==> src/hdl/lpg_pkg.sv <==
// ----------------------------------------------------------------------------
// Line pixel generator package
// Shared widths, types and helper functions for the line pixel generator.
// ----------------------------------------------------------------------------
package lpg_pkg;

    // Coordinate and colour widths.
    localparam int COORD_BITS = 12;
    localparam int COLOR_BITS = 32;

    // The doubled minor delta and the biased error term need extra headroom.
    localparam int STEP_BITS = COORD_BITS + 1;
    localparam int ERR_BITS  = COORD_BITS + 2;

    // Command queue between the front and the back.
    localparam int QUEUE_AW    = 2;
    localparam int QUEUE_DEPTH = 2 ** QUEUE_AW;

    typedef logic [COORD_BITS-1:0] t_coord;
    typedef logic [COLOR_BITS-1:0] t_color;

    // Item kinds on the input channel.
    typedef enum logic {
        KIND_START = 1'b0,
        KIND_STEP  = 1'b1
    } t_kind;

    // A classified item as held in the queue. For a start item the endpoints
    // are already swapped into major/minor form and ordered by the major axis.
    typedef struct packed {
        t_kind  kind;
        logic   steep;
        t_coord major_lo;
        t_coord minor_lo;
        t_coord major_hi;
        t_coord minor_hi;
        t_color color;
    } t_cmd;

    // Status of the back part, seen by the top level.
    typedef struct packed {
        logic active;
        logic emit;
        logic emit_last;
    } t_back_status;

    // Absolute difference of two coordinates.
    function automatic t_coord abs_diff(input t_coord a, input t_coord b);
        t_coord d;
        d = (a > b) ? (a - b) : (b - a);
        return d;
    endfunction

endpackage

==> src/hdl/lpg_if.sv <==
// ----------------------------------------------------------------------------
// Line pixel generator channels
// Valid/ready interfaces for line items in and pixels out.
// ----------------------------------------------------------------------------

// Input channel: start items and step requests.
interface lpg_line_if;
    logic                 valid;
    logic                 ready;
    logic                 kind;
    lpg_pkg::t_coord      start_x;
    lpg_pkg::t_coord      start_y;
    lpg_pkg::t_coord      end_x;
    lpg_pkg::t_coord      end_y;
    lpg_pkg::t_color      line_color;

    modport source (
        output valid, kind, start_x, start_y, end_x, end_y, line_color,
        input  ready
    );
    modport sink (
        input  valid, kind, start_x, start_y, end_x, end_y, line_color,
        output ready
    );
endinterface

// Output channel: one pixel per transfer.
interface lpg_pixel_if;
    logic                 valid;
    logic                 ready;
    lpg_pkg::t_coord      pixel_x;
    lpg_pkg::t_coord      pixel_y;
    lpg_pkg::t_color      pixel_color;
    logic                 last;

    modport source (
        output valid, pixel_x, pixel_y, pixel_color, last,
        input  ready
    );
    modport sink (
        input  valid, pixel_x, pixel_y, pixel_color, last,
        output ready
    );
endinterface

==> src/hdl/lpg_front.sv <==
// ----------------------------------------------------------------------------
// Line pixel generator front end
// Accepts input items, classifies them and prepares the line set-up.
// ----------------------------------------------------------------------------
module lpg_front (
    lpg_line_if.sink        i_line,
    input  logic            i_full,
    output logic            o_push,
    output lpg_pkg::t_cmd   o_cmd
);

    logic            w_steep;
    lpg_pkg::t_coord w_a0;
    lpg_pkg::t_coord w_b0;
    lpg_pkg::t_coord w_a1;
    lpg_pkg::t_coord w_b1;

    // Items are taken whenever the queue has room.
    assign i_line.ready = !i_full;
    assign o_push       = i_line.valid && !i_full;

    // Pick the major axis: a steep line runs along y.
    assign w_steep = lpg_pkg::abs_diff(i_line.start_x, i_line.end_x)
                   < lpg_pkg::abs_diff(i_line.start_y, i_line.end_y);

    assign w_a0 = w_steep ? i_line.start_y : i_line.start_x;
    assign w_b0 = w_steep ? i_line.start_x : i_line.start_y;
    assign w_a1 = w_steep ? i_line.end_y   : i_line.end_x;
    assign w_b1 = w_steep ? i_line.end_x   : i_line.end_y;

    // Order the endpoints so that the major coordinate increases.
    always_comb begin
        o_cmd.kind  = lpg_pkg::t_kind'(i_line.kind);
        o_cmd.steep = w_steep;
        o_cmd.color = i_line.line_color;
        if (w_a0 > w_a1) begin
            o_cmd.major_lo = w_a1;
            o_cmd.minor_lo = w_b1;
            o_cmd.major_hi = w_a0;
            o_cmd.minor_hi = w_b0;
        end else begin
            o_cmd.major_lo = w_a0;
            o_cmd.minor_lo = w_b0;
            o_cmd.major_hi = w_a1;
            o_cmd.minor_hi = w_b1;
        end
    end

endmodule

==> src/hdl/lpg_queue.sv <==
// ----------------------------------------------------------------------------
// Line pixel generator command queue
// Short first-in first-out buffer between the front end and the back end.
// ----------------------------------------------------------------------------
module lpg_queue (
    input  logic            i_clk,
    input  logic            i_rst_n,
    input  logic            i_push,
    input  lpg_pkg::t_cmd   i_cmd,
    input  logic            i_pop,
    output logic            o_full,
    output logic            o_empty,
    output lpg_pkg::t_cmd   o_cmd
);

    lpg_pkg::t_cmd                   r_mem [lpg_pkg::QUEUE_DEPTH];
    logic [lpg_pkg::QUEUE_AW-1:0]    r_wr_ptr;
    logic [lpg_pkg::QUEUE_AW-1:0]    r_rd_ptr;
    logic [lpg_pkg::QUEUE_AW:0]      r_count;
    logic [lpg_pkg::QUEUE_AW:0]      n_count;

    assign o_full  = (r_count == (lpg_pkg::QUEUE_AW+1)'(lpg_pkg::QUEUE_DEPTH));
    assign o_empty = (r_count == '0);
    assign o_cmd   = r_mem[r_rd_ptr];

    // Occupancy follows the push and pop transfers.
    always_comb begin
        n_count = r_count;
        if (i_push && !i_pop) begin
            n_count = r_count + 1'b1;
        end else if (!i_push && i_pop) begin
            n_count = r_count - 1'b1;
        end
    end

    // Pointers and occupancy.
    always_ff @(posedge i_clk) begin
        if (!i_rst_n) begin
            r_wr_ptr <= '0;
            r_rd_ptr <= '0;
            r_count  <= '0;
        end else begin
            if (i_push) begin
                r_wr_ptr <= r_wr_ptr + 1'b1;
            end
            if (i_pop) begin
                r_rd_ptr <= r_rd_ptr + 1'b1;
            end
            r_count <= n_count;
        end
    end

    // Storage write.
    always_ff @(posedge i_clk) begin
        if (i_push) begin
            r_mem[r_wr_ptr] <= i_cmd;
        end
    end

endmodule

==> src/hdl/lpg_back.sv <==
// ----------------------------------------------------------------------------
// Line pixel generator back end
// Holds the active line, steps the Bresenham error term and drives pixels.
// ----------------------------------------------------------------------------
module lpg_back (
    input  logic                  i_clk,
    input  logic                  i_rst_n,
    input  logic                  i_empty,
    input  lpg_pkg::t_cmd         i_cmd,
    output logic                  o_pop,
    output lpg_pkg::t_back_status o_status,
    lpg_pixel_if.source           o_pixel
);

    // Line state.
    logic                            r_active;
    logic                            r_steep;
    lpg_pkg::t_coord                 r_cur_major;
    lpg_pkg::t_coord                 r_end_major;
    lpg_pkg::t_coord                 r_cur_minor;
    logic                            r_minor_down;
    lpg_pkg::t_coord                 r_major_span;
    logic [lpg_pkg::STEP_BITS-1:0]   r_error_step;
    logic [lpg_pkg::ERR_BITS-1:0]    r_error_acc;
    lpg_pkg::t_color                 r_held_color;

    // Output register.
    logic                            r_out_valid;
    lpg_pkg::t_coord                 r_pixel_x;
    lpg_pkg::t_coord                 r_pixel_y;
    lpg_pkg::t_color                 r_pixel_color;
    logic                            r_last;

    logic                            w_is_start;
    logic                            w_out_free;
    logic                            w_emit;
    logic                            w_is_last;
    logic [lpg_pkg::ERR_BITS-1:0]    w_acc_sum;
    logic [lpg_pkg::ERR_BITS-1:0]    w_two_span;
    logic                            w_minor_move;
    logic [lpg_pkg::ERR_BITS-1:0]    n_error_acc;
    lpg_pkg::t_coord                 n_cur_minor;

    // Head-of-queue decode: a start is always taken, a step needs a free
    // output slot only when a line is active.
    assign w_is_start = (i_cmd.kind == lpg_pkg::KIND_START);
    assign w_out_free = !r_out_valid || o_pixel.ready;
    assign o_pop      = !i_empty && (w_is_start || !r_active || w_out_free);
    assign w_emit     = !i_empty && !w_is_start && r_active && w_out_free;
    assign w_is_last  = (r_cur_major == r_end_major);

    // Error update: add twice the minor delta, step the minor axis on overflow.
    assign w_acc_sum    = r_error_acc + {1'b0, r_error_step};
    assign w_two_span   = {1'b0, r_major_span, 1'b0};
    assign w_minor_move = (w_acc_sum > w_two_span);
    assign n_error_acc  = w_minor_move ? (w_acc_sum - w_two_span) : w_acc_sum;

    always_comb begin
        n_cur_minor = r_cur_minor;
        if (w_minor_move) begin
            n_cur_minor = r_minor_down ? (r_cur_minor - 1'b1) : (r_cur_minor + 1'b1);
        end
    end

    // Line state: loaded by a start, advanced by every emitted pixel but the final one.
    always_ff @(posedge i_clk) begin
        if (!i_rst_n) begin
            r_active <= 1'b0;
        end else if (o_pop && w_is_start) begin
            r_active <= 1'b1;
        end else if (w_emit && w_is_last) begin
            r_active <= 1'b0;
        end
    end

    always_ff @(posedge i_clk) begin
        if (o_pop && w_is_start) begin
            r_steep      <= i_cmd.steep;
            r_cur_major  <= i_cmd.major_lo;
            r_end_major  <= i_cmd.major_hi;
            r_cur_minor  <= i_cmd.minor_lo;
            r_minor_down <= !(i_cmd.minor_hi > i_cmd.minor_lo);
            r_major_span <= i_cmd.major_hi - i_cmd.major_lo;
            r_error_step <= {lpg_pkg::abs_diff(i_cmd.minor_lo, i_cmd.minor_hi), 1'b0};
            r_error_acc  <= {2'b00, i_cmd.major_hi - i_cmd.major_lo};
            r_held_color <= i_cmd.color;
        end else if (w_emit && !w_is_last) begin
            r_cur_major  <= r_cur_major + 1'b1;
            r_cur_minor  <= n_cur_minor;
            r_error_acc  <= n_error_acc;
        end
    end

    // Output register: filled by an emitted pixel, emptied by a transfer.
    always_ff @(posedge i_clk) begin
        if (!i_rst_n) begin
            r_out_valid <= 1'b0;
        end else if (w_emit) begin
            r_out_valid <= 1'b1;
        end else if (o_pixel.ready) begin
            r_out_valid <= 1'b0;
        end
    end

    always_ff @(posedge i_clk) begin
        if (w_emit) begin
            r_pixel_x     <= r_steep ? r_cur_minor : r_cur_major;
            r_pixel_y     <= r_steep ? r_cur_major : r_cur_minor;
            r_pixel_color <= r_held_color;
            r_last        <= w_is_last;
        end
    end

    assign o_pixel.valid       = r_out_valid;
    assign o_pixel.pixel_x     = r_pixel_x;
    assign o_pixel.pixel_y     = r_pixel_y;
    assign o_pixel.pixel_color = r_pixel_color;
    assign o_pixel.last        = r_last;

    assign o_status.active    = r_active;
    assign o_status.emit      = w_emit;
    assign o_status.emit_last = w_emit && w_is_last;

endmodule

==> src/hdl/line_pixel_generator_core.sv <==
// ----------------------------------------------------------------------------
// Line pixel generator core
// Bresenham line rasteriser for all octants with a decoupled front and back.
// ----------------------------------------------------------------------------
// A start item (kind 0) sets up a line from its two endpoints and colour and
// produces no pixel; each step item (kind 1) then yields one pixel, from the
// lower end of the major axis to the upper end, with last set on the final
// one. A step with no line in progress is consumed and yields nothing. The
// block sustains one item per clock, start or step, while the output takes
// its pixels: the front classifies and orders the endpoints in the cycle of
// the transfer, a four-entry queue holds the items, and the back performs one
// error add, compare and subtract per pixel. When the queue is empty and the
// output register is free, a step item goes through the queue and then the
// output register, which presents its pixel on the output; a stalled output
// fills the queue before input ready drops.
// ----------------------------------------------------------------------------
module line_pixel_generator_core (
    input  logic          i_clk,
    input  logic          i_rst_n,
    lpg_line_if.sink      i_line,
    lpg_pixel_if.source   o_pixel
);

    logic                  w_push;
    logic                  w_pop;
    logic                  w_full;
    logic                  w_empty;
    lpg_pkg::t_cmd         w_push_cmd;
    lpg_pkg::t_cmd         w_head_cmd;
    lpg_pkg::t_back_status w_status;

    // Front end: classification and endpoint ordering.
    lpg_front u_front (
        .i_line  (i_line),
        .i_full  (w_full),
        .o_push  (w_push),
        .o_cmd   (w_push_cmd)
    );

    // Queue between the two halves.
    lpg_queue u_queue (
        .i_clk   (i_clk),
        .i_rst_n (i_rst_n),
        .i_push  (w_push),
        .i_cmd   (w_push_cmd),
        .i_pop   (w_pop),
        .o_full  (w_full),
        .o_empty (w_empty),
        .o_cmd   (w_head_cmd)
    );

    // Back end: line stepping and pixel output.
    lpg_back u_back (
        .i_clk    (i_clk),
        .i_rst_n  (i_rst_n),
        .i_empty  (w_empty),
        .i_cmd    (w_head_cmd),
        .o_pop    (w_pop),
        .o_status (w_status),
        .o_pixel  (o_pixel)
    );

    // The back never takes an item from an empty queue.
    a_no_pop_empty: assert property (
        @(posedge i_clk) disable iff (!i_rst_n)
        w_pop |-> !w_empty
    ) else $error("item taken from an empty queue");

    // Every emitted pixel consumes the step item that asked for it.
    a_emit_pops: assert property (
        @(posedge i_clk) disable iff (!i_rst_n)
        w_status.emit |-> (w_pop && w_status.active)
    ) else $error("pixel emitted without consuming a step item");

    // The final pixel of a line closes it.
    a_last_closes: assert property (
        @(posedge i_clk) disable iff (!i_rst_n)
        w_status.emit_last |=> (!w_status.active && o_pixel.valid && o_pixel.last)
    ) else $error("line still active after its final pixel");

endmodule

==> src/flat_wrapper.sv <==
// flat-port wrapper written by rule: the top's interface ports become plain ports
module line_pixel_generator_core_flat 
  (i_clk, i_rst_n, i_line_valid, i_line_kind, i_line_start_x, i_line_start_y, i_line_end_x, i_line_end_y, i_line_line_color, i_line_ready, o_pixel_valid, o_pixel_pixel_x, o_pixel_pixel_y, o_pixel_pixel_color, o_pixel_last, o_pixel_ready);
  lpg_line_if i_line_i ();
  lpg_pixel_if o_pixel_i ();
  input  logic i_clk;
  input  logic i_rst_n;
  input wire logic [$bits(i_line_i.valid)-1:0] i_line_valid;
  input wire logic [$bits(i_line_i.kind)-1:0] i_line_kind;
  input wire logic [$bits(i_line_i.start_x)-1:0] i_line_start_x;
  input wire logic [$bits(i_line_i.start_y)-1:0] i_line_start_y;
  input wire logic [$bits(i_line_i.end_x)-1:0] i_line_end_x;
  input wire logic [$bits(i_line_i.end_y)-1:0] i_line_end_y;
  input wire logic [$bits(i_line_i.line_color)-1:0] i_line_line_color;
  output wire logic [$bits(i_line_i.ready)-1:0] i_line_ready;
  output wire logic [$bits(o_pixel_i.valid)-1:0] o_pixel_valid;
  output wire logic [$bits(o_pixel_i.pixel_x)-1:0] o_pixel_pixel_x;
  output wire logic [$bits(o_pixel_i.pixel_y)-1:0] o_pixel_pixel_y;
  output wire logic [$bits(o_pixel_i.pixel_color)-1:0] o_pixel_pixel_color;
  output wire logic [$bits(o_pixel_i.last)-1:0] o_pixel_last;
  input wire logic [$bits(o_pixel_i.ready)-1:0] o_pixel_ready;
  assign i_line_i.valid = i_line_valid;
  assign i_line_i.kind = i_line_kind;
  assign i_line_i.start_x = i_line_start_x;
  assign i_line_i.start_y = i_line_start_y;
  assign i_line_i.end_x = i_line_end_x;
  assign i_line_i.end_y = i_line_end_y;
  assign i_line_i.line_color = i_line_line_color;
  assign i_line_ready = i_line_i.ready;
  assign o_pixel_valid = o_pixel_i.valid;
  assign o_pixel_pixel_x = o_pixel_i.pixel_x;
  assign o_pixel_pixel_y = o_pixel_i.pixel_y;
  assign o_pixel_pixel_color = o_pixel_i.pixel_color;
  assign o_pixel_last = o_pixel_i.last;
  assign o_pixel_i.ready = o_pixel_ready;
  line_pixel_generator_core u_core (.i_clk(i_clk), .i_rst_n(i_rst_n), .i_line(i_line_i), .o_pixel(o_pixel_i));
endmodule
==> config.mk <==
export PLATFORM = sky130hd
export DESIGN_NAME = line_pixel_generator_core_flat
export DESIGN_NICKNAME = d
export VERILOG_FILES = /design/src/hdl/lpg_pkg.sv /design/src/hdl/lpg_if.sv /design/src/hdl/lpg_front.sv /design/src/hdl/lpg_queue.sv /design/src/hdl/lpg_back.sv /design/src/hdl/line_pixel_generator_core.sv /design/src/flat_wrapper.sv
export SDC_FILE = /design/constraint.sdc
export NUM_CORES = 1
export LEC_CHECK = 0
export BUFFER_PORTS_ARGS = -buffer_cell sky130_fd_sc_hd__buf_2
export CAP_MARGIN = 20
export CORE_ASPECT_RATIO = 1.25
export CORE_UTILIZATION = 49
export DETAILED_ROUTE_END_ITERATION = 16
export PLACE_DENSITY = 0.66
export SLEW_MARGIN = 10
export SYNTH_ARGS = -nofsm -noshare
export SYNTH_HDL_FRONTEND = slang
export SYNTH_SLANG_ARGS = --single-unit
==> constraint.sdc <==
create_clock -name i_clk -period 16.1 [get_ports i_clk]
set_input_delay 2.415 -clock i_clk [delete_from_list [all_inputs] [get_ports i_clk]]
set_output_delay 2.415 -clock i_clk [all_outputs]
set_load 0.03 [all_outputs]
* After elaboration in Yosys (flattened, before gate mapping)
Memory sizes are Yosys's and may differ from the RTL's. A register that Yosys moved wholly into a read port is not among the register bits. Index checks and enable logic that the tools add are counted. W data, S select, Z words.
Word-level totals: memories 1, bits in latches 0, ROM bits 0, logic and storage cells 103, input port bits 85, output and inout port bits 59, RAM bits 328, bits in registers 174
Cells by class: eq/ne operators 2, $lt $le $gt $ge 7, reductions and logical operators 28, muxes and demuxes 29, shift operators 0, add/sub/neg operators 16, divide/modulo/power cells 0, bitwise operators 1, $mul 0
Memory list:
- u_core.u_queue.r_mem | words 4, width 82, rd ports 1, clocked after Yosys merged registers in 1, wr ports 1, RTL line lpg_queue.sv:16 | lpg_pkg::t_cmd r_mem [lpg_pkg::QUEUE_DEPTH];
Operators with widths (number):
- $mux W12 | 17
- $sub A12 B12 Y12 | 7
- $gt A12 B12 Y1 | 5
- $mux W48 | 1
- $add A12 B1 Y12 const B | 2
- $add A14 B13 Y14 | 1
- $gt A14 B13 Y1 | 1
- $mux W14 | 1
- $sub A14 B13 Y14 | 1
- $eq A12 B12 Y1 | 1
- $lt A12 B12 Y1 | 1
- $sub A12 B1 Y12 const B | 1
- $logic_and A1 B1 Y1 | 10
- $reduce_bool A2 Y1 | 5
- $logic_not A1 Y1 | 8
- $mux W1 | 6
- $mux W3 | 2
- $add A2 B1 Y2 const B | 2
- $mux W2 | 2
- $add A3 B1 Y3 const B | 1
- $eq A3 B3 Y1 const B | 1
- $logic_not A3 Y1 | 1
- $logic_or A1 B1 Y1 | 3
- $sub A3 B1 Y3 const B | 1
- 2 further kinds | 2

* Logic depth before layout (Yosys ltp)
word-level depth 8, gate-level depth with buffers 34, depth with buffers taken out 29

* Hierarchy
From an unflattened synthesis, not the netlist that was laid out.
Unflattened totals: cells, all modules 1780, area total of the unflattened synthesis 25872.3 um^2
Modules (own cells, without submodules):
- lpg_queue | instances 1, cells each 471, seq. area each 10029.6 um^2, area each 12360.6 um^2
- lpg_back | instances 1, cells each 788, seq. area each 4974.8 um^2, area each 9317.7 um^2
- lpg_front | instances 1, cells each 521, seq. area each 0.0 um^2, area each 4194.0 um^2

* Worst setup path before layout
Ideal clock, no wire load.
path kind input to register, start point in i_line_start_x[0], end point mem u_core.u_queue.r_mem[0][57] in the netlist's numbering (data pin), required time 15821 ps, path slack 7232 ps, cell stages on the path 34, arrival time 8589 ps, cell sequence inv_1 > ha_1 > inv_1 > fa_1 > a211oi_1 > o21ai_0 > a211o_1 > and2_1 > clkbuf_1 > buf_2 > o221ai_1 > a21oi_1 > o21ai_0 > xor2_1 > ha_1 > a211o_1 > o211ai_1 > a21oi_1 > a221oi_1 > clkbuf_1 > buf_2 > mux2i_1 > ha_1 > a21o_1 > a21o_1 > a21o_1 > a21oi_1 > nor2b_1 > o211ai_1 > a31oi_1 > buf_1 > buf_2 > mux2i_1 > mux2i_1
RTL lines:
- from (decl) | RTL line flat_wrapper.sv:10 | input wire logic [$bits(i_line_i.start_x)-1:0] i_line_start_x;
- to (decl) | RTL line lpg_queue.sv:16

==> impl_metrics.env <==
export IMPL_final_max_slew_viol_count=0
export IMPL_drive_gt1_frac=0.188
export IMPL_syn_area_per_cell_um2=14.5
export IMPL_ys_seq_area_frac=0.588
export IMPL_reg2reg_slack_ns=10.64
export IMPL_synthArstFlopShare=0
export IMPL_synth_seq_cells=504
export IMPL_mostFrequentLayoutCells="edfxtp_1 (491), mux2i_1 (148), ha_1 (144)"
export IMPL_seq_area_um2=15000
export IMPL_cp_slowest_cell="and2_1"
export IMPL_grt_max_degree=74
export IMPL_start_util=0.496
export IMPL_status="completed"
export IMPL_drv_cap=0
export IMPL_slew_limit_headroom=0.267
export IMPL_numCtsBuffers=48
export IMPL_overflow=0
export IMPL_cts_tree="yes"
export IMPL_antenna_left=0
export IMPL_grt_total_usage=0.223
export IMPL_r2r_end="u_core.u_back.r_error_step[11]"
export IMPL_hold_path_depth=0
export IMPL_multi_input_area_um2=9770
export IMPL_synth_area_um2=25500
export IMPL_setup_viol=0
export IMPL_dp_hpwl_um=40900
export IMPL_wl_um=57500
export IMPL_fmax_mhz=96.2
export IMPL_clockBufferDepth=3
export IMPL_nNetsFinal=2145
export IMPL_worstPathArrival_ns=10.67
export IMPL_period_minus_slack_ns=10.40
export IMPL_grt_pass1_vias=15700
export IMPL_critPathLaunchType="input pin"
export IMPL_dr_first_iter_drc_count=748
export IMPL_cp_max_fo=48
export IMPL_synth_nets=2006
export IMPL_via_per_inst=5.72
export IMPL_ys_warnings_count=0
export IMPL_worstMarginPinSlew_ns=1.10
export IMPL_synth_cell_types=78
export IMPL_min_from="u_core.u_back.r_held_color[24]"
export IMPL_max_stage_delay_ns=0.63
export IMPL_cts_sinks=504
export IMPL_layout_commonest_cell="edfxtp_1"
export IMPL_fp_dieW_um=206
export IMPL_clock_skew_ns=0.0234
export IMPL_clk_latency_ns=0.61
export IMPL_fp_dieH_um=257
export IMPL_cts_root_buf="clkbuf_16"
export IMPL_cts_resized=0
export IMPL_diodes=0
export IMPL_hp_class="reg -> reg"
export IMPL_core_rowCount=93
export IMPL_crit_start="i_line_end_x[8]"
export IMPL_min_to="u_core.u_back.o_pixel.pixel_color[24]"
export IMPL_portBuffers=143
export IMPL_postCtsSetupBuffers=0
export IMPL_cts_hold_buf=0
export IMPL_dr_pass1_iters=6
export IMPL_htreeDepth=2
export IMPL_grt_setup_unrepaired="false"
export IMPL_post_drt_wl_per_cell_um=22.0
export IMPL_hold_viol_final=0
export IMPL_synthToLayoutAreaGrowth_pct=11.8
export IMPL_post_route_drc_count=0
export IMPL_nFillCells=4195
export IMPL_dieArea_um2=53000
export IMPL_cp_data_required_time_ns=16.38
export IMPL_utilization=0.555
export IMPL_synth_edf_count=491
export IMPL_grt_antenna_before_repair=0
export IMPL_grt_pass1_wl_um=89400
export IMPL_vias=14900
export IMPL_end_kind="flop"
export IMPL_setup_tns_ns=0
export IMPL_critPathKind="in -> reg"
export IMPL_synthCells=1766
export IMPL_path_clk_slew_ns=0.06
export IMPL_synth_ff_type="edfxtp_1"
export IMPL_min_period_over_period=0.646
export IMPL_core_area_um2=51400
export IMPL_r2r_cells=14
export IMPL_io_pins=144
export IMPL_place_congestion=0.924
[final cells by class]
class	instances	area share
clock buffers	59	0.0435
clock inverters	29	0.0126
flip-flops and latches	504	0.526
repair buffers	157	0.0288
multi-input cells	1062	0.342
inverters	132	0.0175
well taps	665	0.0292
[critical path, delay by kind of cell]
family          cells  cell delay (ns)
xor+xnor            1             0.17
mux                 4             1.22
compound gates     16             3.37
simple gates        2             0.69
buf+inv             5             1.80
fa+ha+maj           3             0.95
[registers in the layout, indices dropped and copies added (netlist names), named ones only]
signal and flops:
u_core.u_back.o_pixel.valid 1, u_core.u_queue.r_mem 328, u_core.u_back.r_end_major 12, u_core.u_back.o_pixel.pixel_y 12, u_core.u_back.r_cur_major 12, u_core.u_back.r_error_step 12
u_core.u_queue.r_count 3, u_core.u_queue.r_rd_ptr 2, u_core.u_back.o_pixel.pixel_color 32, u_core.u_back.r_held_color 32, u_core.u_back.r_major_span 12, u_core.u_back.r_cur_minor 12
u_core.u_queue.r_wr_ptr 2, u_core.u_back.r_error_acc 14, u_core.u_back.r_steep 1, u_core.u_back.o_pixel.last 1, u_core.u_back.r_active 1, u_core.u_back.r_minor_down 1
u_core.u_back.o_pixel.pixel_x 12
[Yosys cell counts (all sizes together) (5+ instances only)]
| master | instances | area share |
|---|---|---|
| edfxtp | 491 | 0.58 |
| mux2i | 149 | 0.059 |
| ha | 144 | 0.071 |
| inv | 132 | 0.019 |
| a21oi | 89 | 0.017 |
| mux4 | 82 | 0.072 |
| nand2 | 74 | 0.011 |
| nor2 | 58 | 0.0085 |
| o21ai | 58 | 0.011 |
| xor2 | 48 | 0.016 |
| xnor2 | 45 | 0.015 |
| a21o | 41 | 0.012 |
| buf | 35 | 0.0072 |
| clkbuf | 33 | 0.0052 |
| mux2 | 32 | 0.014 |
| nor3 | 22 | 0.0043 |
| nand3 | 21 | 0.0041 |
| nor2b | 18 | 0.0044 |
| nand2b | 17 | 0.0042 |
| and3 | 15 | 0.0037 |
| dfxtp | 13 | 0.010 |
| and2 | 12 | 0.0029 |
| nand4 | 12 | 0.0032 |
| fa | 11 | 0.0086 |
| nor4 | 11 | 0.0027 |
| o21a | 9 | 0.0026 |
| o211ai | 8 | 0.0029 |
| a21boi | 7 | 0.0021 |
| a31oi | 6 | 0.0015 |
| a211oi | 5 | 0.0015 |
| o31ai | 5 | 0.0015 |
| or2 | 5 | 0.0012 |
| or3 | 5 | 0.0012 |
[logic make-up after synthesis]
family / count (synthesis) / synth area share
mux: 263 / 0.145
xor+xnor: 93 / 0.0319
fa+ha+maj: 155 / 0.0792
flops: 504 / 0.588
simple gates: 279 / 0.0548
buf+inv: 200 / 0.0318
compound gates: 272 / 0.0692
[per-stage QoR]
step	hold WS (ns)	instance area, um2	setup WS, ns	instances
5_1_grt	0.423	28500	5.24	2608
4_1_cts	0.420	28500	5.76	2608
3_5_place_dp	0.405	26900	5.13	2520
2_1_floorplan	0.400	25500	7.23	1766
6_report	0.419	28500	5.70	2608
3_3_place_gp	0.400	26900	5.13	2520
[worst max-delay path by stage]
stage / end / slack, ns / depth (start not counted)
floorplan: u_core.u_queue.r_mem[0][57] / 7.23 / 34
finish: u_core.u_queue.r_mem[0][62] / 5.70 / 31
global placement: u_core.u_queue.r_mem[0][63] / 5.13 / 31
detailed placement: u_core.u_queue.r_mem[3][63] / 5.13 / 31
global route: u_core.u_queue.r_mem[2][48] / 5.24 / 31
CTS: u_core.u_queue.r_mem[0][60] / 5.76 / 31
[layer usage]
layer,part of all wire,GRT usage
met1,0.41,0.274
met2,0.53,0.405
met3,0.037,0.0284
met4,0.025,0.0637
met5,0,0
Power is not shown: default switching activity piles up to over one toggle a cycle in this logic, so the estimate is an artifact.
